[src/rtl/ordered_mask_rule_table_unit_assert.svh]
// Assertion macros for the rule table unit.
// OMRT_ASSERT checks a property that is disabled while reset is high.
// OMRT_ASSERT_NORST checks a property at every clock edge, reset included.
`ifndef ORDERED_MASK_RULE_TABLE_UNIT_ASSERT_SVH
`define ORDERED_MASK_RULE_TABLE_UNIT_ASSERT_SVH
`ifndef SYNTHESIS
`define OMRT_ASSERT(lbl, clk, rst, prop) \
   lbl: assert property (@(posedge clk) disable iff (rst) prop) \
      else $error("omrt assertion failed");
`define OMRT_ASSERT_NORST(lbl, clk, prop) \
   lbl: assert property (@(posedge clk) prop) \
      else $error("omrt assertion failed");
`else
`define OMRT_ASSERT(lbl, clk, rst, prop)
`define OMRT_ASSERT_NORST(lbl, clk, prop)
`endif
`endif

[src/rtl/omrt_pkg.sv]
package omrt_pkg;

   localparam int ACTION_W  = 3;
   localparam int POS_W     = 5;
   localparam int MASK_W    = 32;
   localparam int PAY_W     = 64;
   localparam int STATUS_W  = 3;
   localparam int INDEX_W   = 4;

   // request actions
   localparam logic [ACTION_W-1:0] ACT_ADD    = 3'd0;
   localparam logic [ACTION_W-1:0] ACT_DELETE = 3'd1;
   localparam logic [ACTION_W-1:0] ACT_STRIP  = 3'd2;
   localparam logic [ACTION_W-1:0] ACT_READ   = 3'd3;
   localparam logic [ACTION_W-1:0] ACT_LOOKUP = 3'd4;
   localparam logic [ACTION_W-1:0] ACT_CLEAR  = 3'd5;

   // response status codes
   localparam logic [STATUS_W-1:0] ST_OK       = 3'd0;
   localparam logic [STATUS_W-1:0] ST_INVALID  = 3'd1;
   localparam logic [STATUS_W-1:0] ST_FULL     = 3'd2;
   localparam logic [STATUS_W-1:0] ST_OVERLAP  = 3'd3;
   localparam logic [STATUS_W-1:0] ST_NOTFOUND = 3'd4;

   typedef enum logic [1:0] {
      S_IDLE,
      S_EVAL,
      S_DECIDE,
      S_DONE
   } state_type;

   // what each cell does with its entry of the selected list
   typedef enum logic [1:0] {
      CM_HOLD,
      CM_INSERT,
      CM_REMOVE,
      CM_STRIP
   } cell_mode_type;

   typedef struct packed {
      cell_mode_type mode;
      logic          list;
   } cell_cmd_type;

   typedef struct packed {
      logic covered;
      logic overlap;
      logic empties;
   } cell_flags_type;

endpackage

[src/rtl/omrt_cell.sv]
// One rule slot, holding the entry of both lists at this position.
module omrt_cell
   import omrt_pkg::*;
#(
   parameter int INDEX = 0,
   parameter int IW    = 4,
   parameter int CW    = 5,
   parameter int PB    = 64
) (
   input  logic              clock,
   input  cell_cmd_type      cmd,
   input  logic [IW-1:0]     pos,
   input  logic [CW-1:0]     count,
   input  logic [MASK_W-1:0] query_mask,
   input  logic [PB-1:0]     new_pay,
   input  logic [MASK_W-1:0] prev_mask,
   input  logic [PB-1:0]     prev_pay,
   input  logic [MASK_W-1:0] next_mask,
   input  logic [PB-1:0]     next_pay,
   output logic [MASK_W-1:0] mask_out,
   output logic [PB-1:0]     pay_out,
   output cell_flags_type    flags
);

   localparam logic [IW-1:0] ME   = IW'(INDEX);
   localparam logic [CW-1:0] ME_C = CW'(INDEX);

   logic [MASK_W-1:0] mask_ff [2];
   logic [MASK_W-1:0] mask_in [2];
   logic [PB-1:0]     pay_ff  [2];
   logic [PB-1:0]     pay_in  [2];
   logic              occupied;

   always_comb begin
      mask_in = mask_ff;
      pay_in  = pay_ff;
      unique case (cmd.mode)
         CM_INSERT: begin
            if (ME > pos) begin
               mask_in[cmd.list] = prev_mask;
               pay_in[cmd.list]  = prev_pay;
            end else if (ME == pos) begin
               mask_in[cmd.list] = query_mask;
               pay_in[cmd.list]  = new_pay;
            end
         end
         CM_REMOVE: begin
            if (ME >= pos) begin
               mask_in[cmd.list] = next_mask;
               pay_in[cmd.list]  = next_pay;
            end
         end
         CM_STRIP: begin
            if (ME == pos) begin
               mask_in[cmd.list] = mask_ff[cmd.list] & ~query_mask;
            end
         end
         default: begin
         end
      endcase
   end

   always_ff @(posedge clock) begin
      mask_ff <= mask_in;
      pay_ff  <= pay_in;
   end

   assign mask_out = mask_ff[cmd.list];
   assign pay_out  = pay_ff[cmd.list];
   assign occupied = ME_C < count;

   always_comb begin
      flags.covered = occupied && ((mask_out & query_mask) == query_mask);
      flags.overlap = occupied && ((mask_out & query_mask) != '0);
      flags.empties = occupied && ((mask_out & ~query_mask) == '0);
   end

endmodule

[config.mk]
export PLATFORM = sky130hd
export DESIGN_NAME = omrt_cell
export DESIGN_NICKNAME = d
export VERILOG_FILES = /design/src/rtl/ordered_mask_rule_table_unit_assert.svh /design/src/rtl/omrt_pkg.sv /design/src/rtl/omrt_cell.sv
export SDC_FILE = /design/constraint.sdc
export NUM_CORES = 1
export LEC_CHECK = 0
export ABC_AREA = 1
export BUFFER_PORTS_ARGS = -buffer_cell sky130_fd_sc_hd__buf_2
export CAP_MARGIN = 20
export CORE_MARGIN = 4
export CORE_UTILIZATION = 51
export DETAILED_ROUTE_END_ITERATION = 7
export PLACE_DENSITY = 0.78
export RECOVER_POWER = 100
export SLEW_MARGIN = 20
export SYNTH_ARGS = -nofsm -noshare
export SYNTH_HDL_FRONTEND = slang
export SYNTH_SLANG_ARGS = --single-unit
export TNS_END_PERCENT = 1
[constraint.sdc]
create_clock -name clock -period 4.9 [get_ports clock]
set_input_delay 0.49 -clock clock [delete_from_list [all_inputs] [get_ports clock]]
set_output_delay 0.49 -clock clock [all_outputs]
set_load 0.03 [all_outputs]
Word level (Yosys, flattened, before mapping)

Index checks and enable logic that the tools add are counted.

Memory bits (writable): 0
Output and inout port bits: 99
Memories kept: 0
Latch bits: 0
Bits in read-only memories: 0
Logic and storage cells: 57
Register bits after elaboration: 192

Multipliers: 0
Multiplexer cells: 26
Shifts and indexed selects: 0
Add/sub/neg operators: 0
Equal/unequal tests: 7
Bitwise gates (word level): 4
Order comparisons: 5
Reductions and logical operators: 11
Div/mod/pow operators: 0

Operators with widths:

| operator           | number |
|---|---|
| $mux 64            | 8 |
| $bwmux 128         | 3 |
| $mux 128           | 3 |
| $bwmux 64          | 4 |
| $pmux 128 s2       | 1 |
| $pmux 64 s3        | 1 |
| $mux 32            | 4 |
| $and 32x32->32     | 2 |
| $demux 64 s1       | 1 |
| $demux 32 s1       | 1 |
| $eq 32x32->1       | 1 |
| $logic_not 32->1   | 1 |
| $not 32->32        | 1 |
| $reduce_bool 32->1 | 1 |
| $lt 1x5->1 const A | 1 |
| $eq 2x2->1 const B | 2 |
| $ge 1x4->1 const A | 1 |
| $gt 1x4->1 const A | 1 |
| $logic_and 1x1->1  | 4 |
| $logic_not 4->1    | 1 |
| $ne 2x2->1 const B | 2 |
| $reduce_and 4->1   | 1 |
| $ne 3x3->1 const B | 1 |
| $reduce_and 3->1   | 1 |
| 6 further kinds    | 6 |

Longest topological paths before layout

Gate-level depths: netlist of the first run.

Depth after elaboration: 9
Depth in mapped cells: 12
Depth with buffers taken out: 11

Least setup slack after synthesis of the first run

OpenSTA, ideal clock, no wires.

Path type: in2reg
Start point: input cmd[2] (netlist bit)
End point: register pay_ff[0] (netlist bit) (enable)
Buffers on the path: 1
Stages on the path: 5
Library setup time: 0.486 ns
Required time: 4.414 ns
Arrival: 3.910 ns
Slack: 0.504 ns
Cells stage by stage: buf_2 nand2_1 clkinv_1 or2_2 nor2_1

Word-level cells in the longest chain between the ends: 3
Elaborated cells on any way between the ends: 6

Ends and longest elaborated chain:

| item                                         | line            | text |
|---|---|---|
| start: declaration                           | omrt_cell.sv:11 | `input cell_cmd_type cmd,` |
| $eq 2x1->1 or $eq 2x2->1 (tied branches)     | omrt_cell.sv:37 | `unique case (cmd.mode)` |
| $ne 3x3->1 (no line) (tied with other cells) | --              |  |
| $reduce_and 3->1 (no line) *                 | --              |  |
| end signal: assignment                       | omrt_cell.sv:65 | `pay_ff <= pay_in;` |
| end: declaration                             | omrt_cell.sv:30 | `logic [PB-1:0] pay_ff [2];` |

Every way passes the cells marked *; elsewhere a longest branch is shown, timed or not.
A chain may end at the register's enable or synchronous reset.

==> results of run 1 <==
-- where the power goes --
| part | switching (mW) | internal, mW | leakage (nW) |
|---|---|---|---|
| logic | 0.443 | 0.207 | 3.69 |
| registers | 0.00851 | 1.84 | 1.60 |
| clock network | 0.719 | 0.698 | 0.296 |
-- worst max path at each step --
stage,startpoint,to
detailed placement,cmd[0],flags[0]
finish,cmd[2],pay_ff[78]
CTS,cmd[0],flags[0]
global placement,cmd[0],flags[2]
global route,cmd[2],pay_ff[71]
floorplan,cmd[2],pay_ff[0]
-- layer usage --
layer	wire length, um	track usage	share of wire
met3	3020	0.0506	0.093
met5	59	0	0.0018
met4	1160	0.104	0.036
met1	13100	0.339	0.40
met2	15200	0.404	0.47
-- cells in the mapped netlist --
cell / instances / area share
nand2_1: 419 / 0.14
nor2_1: 210 / 0.070
edfxtp_1: 192 / 0.51
o21ai_0: 93 / 0.041
inv_1: 77 / 0.026
nand3_1: 65 / 0.029
mux2i_1: 64 / 0.057
buf_2: 49 / 0.022
o221ai_1: 43 / 0.034
o211ai_1: 26 / 0.017
a21oi_1: 21 / 0.0094
clkbuf_1: 21 / 0.0070
buf_4: 7 / 0.0047
o21ai_1: 6 / 0.0027
o311ai_0: 6 / 0.0047
buf_6: 4 / 0.0040
o22ai_1: 4 / 0.0022
and2_4: 3 / 0.0023
inv_2: 3 / 0.0010
nor2_2: 3 / 0.0017
and2_1: 2 / 0.0011
buf_1: 2 / 0.00067
nand2_2: 2 / 0.0011
o21ai_2: 2 / 0.0016
or2_2: 2 / 0.0011
clkbuf_2: 1 / 0.00045
clkinv_1: 1 / 0.00033
nand4_1: 1 / 0.00056
nor3_1: 1 / 0.00045
nor3_2: 1 / 0.00089
o2111ai_1: 1 / 0.00078
o21a_1: 1 / 0.00067
o2bb2ai_1: 1 / 0.00078
-- state kept, by name, summed over array words and instances, names as in the netlist --
register	count
mask_ff	64
pay_ff	128
-- through the flow --
step	total power, mW	utilization	std cells
floorplan	2.30	-	1334
global placement	2.52	0.590	1847
detailed placement	2.54	0.590	1847
CTS	3.94	0.619	1879
global route	4.07	0.613	1881
finish	3.92	0.613	1882
-- final cells by class --
class | count | area [um^2] | share of cell area
diodes | 3 | 7.51 | 0.000563
clock buffers | 18 | 429 | 0.0322
clock inverters | 14 | 188 | 0.0141
inverters | 81 | 312 | 0.0234
multi-input cells | 977 | 4740 | 0.355
flip-flops and latches | 192 | 5770 | 0.432
well taps | 280 | 350 | 0.0263
repair buffers | 317 | 1550 | 0.116
-- worst max-delay path: cells and delay by family --
| family | cells | cell delay (ns) |
|---|---|---|
| buffers and inverters | 3 | 2.43 |
| AND/OR/NAND/NOR | 2 | 0.73 |
| multiplexers | 1 | 0.38 |
-- cell families (layout without fill, tap and decap cells) --
group,Yosys count,in the layout,synth area share
other,0,3,0
AO/OA/AOI/OAI,204,204,0.115
buffers and inverters,165,430,0.0658
flip-flops,192,192,0.514
AND/OR/NAND/NOR,709,709,0.249
multiplexers,64,64,0.0571
==> flow_summary.json, run 1 <==
{
  "outcome": "finished with violations",
  "violations": "max-capacitance violations, max-slew violations",
  "min_from": "new_pay[57]",
  "die_h_um": 156,
  "reg2reg_depth": 6,
  "globalRouteOverflowTotal": 0,
  "layout_setup_ws_ns": 0.891,
  "post_cts_resized": 0,
  "worst_setup_path_start_kind": "primary input",
  "dr.pass1.iters": 6,
  "cts_setup_buffers": 0,
  "drt_iter0_drc": 1076,
  "synth_cell_types": 33,
  "die_w_um": 156,
  "hold_slack_ns": 0.381,
  "dieArea_um2": 24500,
  "root_buffer": "clkbuf_16",
  "r2r_end": "mask_ff[25]",
  "nets": 1887,
  "cpPeakStageDelay_ns": 1.40,
  "grt_max_degree": 181,
  "maxSlewHeadroom": -0.336,
  "power.density_nw_per_um2": 294,
  "clk_latency_ns": 0.43,
  "first_global_vias": 9645,
  "hold_violations": 0,
  "ctsHoldBuffers": 0,
  "pre_cts_slack_ns": 1.78,
  "skew_ns": 0.00282,
  "period_share": 0.818,
  "placed_cell_area_um2": 12800,
  "whs_endpoint": "pay_ff[121]",
  "yosysWarnings": 0,
  "tritoncts": "yes",
  "layout_common_cells": "419 x nand2_1, 213 x buf_2, 208 x nor2_1",
  "clk_path_buf_depth": 2,
  "drive_gt1_frac": 0.171,
  "detail_route.vias_per_cell": 5.61,
  "slew_violations": 54,
  "seq_area_frac_synth": 0.514,
  "drv_cap": 2,
  "final_common_cell": "nand2_1",
  "cp.arrival_ns": 4.14,
  "drc": 0,
  "place.gp.congestion": 0.849,
  "path_cells": "clkbuf_1 > inv_1 > nor2_4 > buf_12 > mux2i_1 > nor2_1",
  "irDropWorstVdd_mv": 0.219,
  "io-pin-count": 400,
  "crit_required_ns": 5.03,
  "fmax_mhz": 249,
  "core-area_um2": 21800,
  "final_area_um2": 13300,
  "grt_use_total": 0.253,
  "cts_sinks": 192,
  "dpl.hpwl_um": 22400,
  "htree_levels": 4,
  "rsz0062_at_grt": "false",
  "syn-instance-count": 1334,
  "holdPathStages": 3,
  "path_clk_slew_ns": 0.09,
  "r2r_setup_slack_ns": 3.54,
  "vias": 10559,
  "grt_first_pass_wirelength_um": 48800,
  "crit_slowest_cell": "clkbuf_1",
  "synthToLayoutAreaGrowth_pct": 18.8,
  "synthesis.area_um2": 11200,
  "fillers": 1953,
  "start_util": 0.516,
  "wl_per_cell_um": 17.3,
  "ant_nets": 0,
  "numCtsBuffers": 17,
  "syn_avg_cell_area_um2": 8.42,
  "antenna_found_initial": 7,
  "ys_ff_latch": 192,
  "setup.worst_path.end_class": "flop",
  "tns_ns": 0,
  "hp-class": "primary input to flop",
  "p_leak_nw": 5.58,
  "drt-total-wl_um": 32500,
  "crit_type": "primary input to flop",
  "port_buffers": 303,
  "setup_viol": 0,
  "fin_crit_ns": 4.01,
  "critical_path.max_fanout": 52,
  "syn-num-nets": 1635,
  "r2r_start": "mask_ff[57]",
  "rows": 54,
  "worst_pin_slew_ns": 2.00
}
Power figures use the tool's default switching activity.
==> run 2: changes to the inputs <==
--- a/config.mk
+++ b/config.mk
@@ -5,13 +5,13 @@
 export SDC_FILE = /design/constraint.sdc
 export NUM_CORES = 1
 export LEC_CHECK = 0
-export ABC_AREA = 1
+export ABC_AREA = 0
 export BUFFER_PORTS_ARGS = -buffer_cell sky130_fd_sc_hd__buf_2
 export CAP_MARGIN = 20
-export CORE_MARGIN = 4
-export CORE_UTILIZATION = 51
+export CORE_AREA = 4 4 152 154
 export DETAILED_ROUTE_END_ITERATION = 7
-export PLACE_DENSITY = 0.78
+export DIE_AREA = 0 0 156 158
+export PLACE_DENSITY = 0.73
 export RECOVER_POWER = 100
 export SLEW_MARGIN = 20
 export SYNTH_ARGS = -nofsm -noshare
==> constraint.sdc (replaced) <==
create_clock -name clock -period 3.8 [get_ports clock]
set_input_delay 0.38 -clock clock [delete_from_list [all_inputs] [get_ports clock]]
set_output_delay 0.38 -clock clock [all_outputs]
set_load 0.03 [all_outputs]
==> flow_summary.json, run 2 <==
{
  "synthesis.area_um2": 10200,
  "place.gp.congestion": 0.976,
  "p_leak_nw": 4.78,
  "rows": 54,
  "grt_use_total": 0.223,
  "synth_area_leader_cell": "edfxtp_1",
  "drt_iter0_drc": 612,
  "setup_viol": 0,
  "violations": "max-capacitance violations, max-slew violations",
  "numCtsBuffers": 17,
  "synth_area_leaders": "edfxtp_1 57%, mux2_2 8.9%, mux2i_1 7.4%",
  "die_h_um": 158,
  "period_share": 0.845,
  "cp.arrival_ns": 3.23,
  "tns_ns": 0,
  "highest_layer": "met4",
  "worst_pin_slew_ns": 1.89,
  "drt-met1-wl_um": 11000,
  "cts_setup_buffers": 0,
  "yosysMostFrequentCell": "edfxtp_1",
  "slew_violations": 146,
  "synth-main-ff-cell": "edfxtp_1",
  "outcome": "finished with violations",
  "clk_latency_ns": 0.42,
  "worst_setup_path_start_kind": "primary input",
  "syn-num-nets": 1170,
  "synthToLayoutAreaGrowth_pct": 21.7,
  "first_global_vias": 8044,
  "wl_per_cell_um": 19.8,
  "port_buffers": 303,
  "rsz0062_at_grt": "false",
  "skew_ns": 0,
  "crit_type": "primary input to flop",
  "drv_cap": 4,
  "hold_violations": 0,
  "clk_path_buf_depth": 2,
  "top_register": "pay_ff",
  "core-area_um2": 21700,
  "globalRouteOverflowTotal": 0,
  "syn-instance-count": 869,
  "io-pin-count": 400,
  "maxSlewHeadroom": -0.261,
  "seq_area_frac_synth": 0.567,
  "netlist.area_leader.share": 0.567,
  "cts_sinks": 192,
  "crit_slowest_cell": "clkbuf_2",
  "start_util": 0.469,
  "ys_ff_latch": 192,
  "wl_met2_um": 14100,
  "drive_gt1_frac": 0.291,
  "final_common_cell": "buf_2",
  "tritoncts": "yes",
  "nets": 1444,
  "async_flop_share": 0,
  "internal-power_mw": 3.59,
  "sequentialPowerShare": 0.484,
  "post_cts_resized": 0,
  "setup.worst_path.end_class": "flop",
  "p_sw_frac": 0.270,
  "comb_power_share": 0.142,
  "ant_nets": 0,
  "post-route-util": 0.571,
  "synth_edf_count": 192,
  "root_buffer": "clkbuf_16",
  "yosysWarnings": 0,
  "antenna_found_initial": 0,
  "dr.pass1.iters": 6,
  "hp-class": "primary input to flop",
  "antenna_cells": 0,
  "layout_common_cells": "228 x buf_2, 192 x edfxtp_1, 166 x nor2_1",
  "fin_crit_ns": 3.21,
  "htree_levels": 4,
  "path_clk_slew_ns": 0.08,
  "dpl.hpwl_um": 20100,
  "crit_buf_inv": 4,
  "pwr-share-clk": 0.374,
  "p_switching_mw": 1.33,
  "drt-total-wl_um": 28400,
  "drc": 0,
  "cpLargestDelayFamily": "buffers and inverters",
  "vias": 8176,
  "largest_reg_flops": 128,
  "crit_required_ns": 3.82,
  "syn_avg_cell_area_um2": 11.7,
  "synth_top_cells_by_count": "192 x edfxtp_1, 166 x nor2_1, 80 x mux2_2",
  "irDropWorstVdd_mv": 0.278,
  "cpPeakStageDelay_ns": 1.30,
  "dieArea_um2": 24600,
  "synth_cell_types": 36,
  "fmax_mhz": 311,
  "reg.largest.list": "pay_ff x128, mask_ff x64",
  "die_w_um": 156,
  "detail_route.vias_per_cell": 5.69,
  "wl_met3_um": 2710,
  "grt_first_pass_wirelength_um": 42900,
  "grt_max_degree": 119,
  "power.density_nw_per_um2": 397,
  "critical_path.max_fanout": 118,
  "ctsHoldBuffers": 0,
  "path_cells": "clkbuf_8 > buf_12 > inv_4 > a211oi_1 > clkbuf_2"
}
run 2: logic make-up after synthesis:
family / Yosys count / share of synthesized area
mux: 160 / 0.170
simple gates: 211 / 0.0810
buf+inv: 107 / 0.0446
flops: 192 / 0.567
compound gates: 199 / 0.137
run 2: area by class of cell:
cell class	instances	area (um^2)
Clock inverter	15	190
Clock buffer	17	425
Tap cell	280	350
Multi-Input combinational cell	570	3940
Inverter	43	164
Sequential cell	192	5770
Timing Repair Buffer	319	1540
Fill cell	1873	9310
run 2: worst paths after layout:
path / start / to / slack [ns] / cells after the start
max: cmd[0] / pay_ff[1] / 0.59 / 5
min reg2reg: mask_ff[35] / mask_ff[35] / 0.60 / 1
min: next_pay[39] / pay_ff[103] / 0.28 / 3
max reg2reg: mask_ff[9] / mask_ff[9] / 2.86 / 1
run 2: power groups by stage:
stage	clock network (mW)	logic, mW	registers, mW
6_report	1.84	0.696	2.38
5_1_grt	1.97	0.756	2.38
4_1_cts	1.87	0.714	2.38
3_5_place_dp	0	0.712	2.43
3_3_place_gp	0	0.695	2.42
2_1_floorplan	0	0.442	2.43
run 2: stage by stage:
step                      hold WS, ns  total power [mW]  cell area [um^2]  worst slack [ns]  instances
after floorplan                 0.559              2.87             10200            -0.329        869
after global placement          0.578              3.12             12000             0.894       1404
after detailed placement        0.590              3.14             12000             0.899       1404
after CTS                       0.263              4.97             12600             0.889       1436
after global routing            0.279              5.11             12400             0.350       1436
final                           0.285              4.92             12400             0.589       1436
run 2: routing by layer:
metal | track usage | vias up
li1 | - | 3830
met1 | 0.278 | 3865
met2 | 0.384 | 440
met3 | 0.0582 | 41
met4 | 0.0642 | 0
met5 | 0 | -
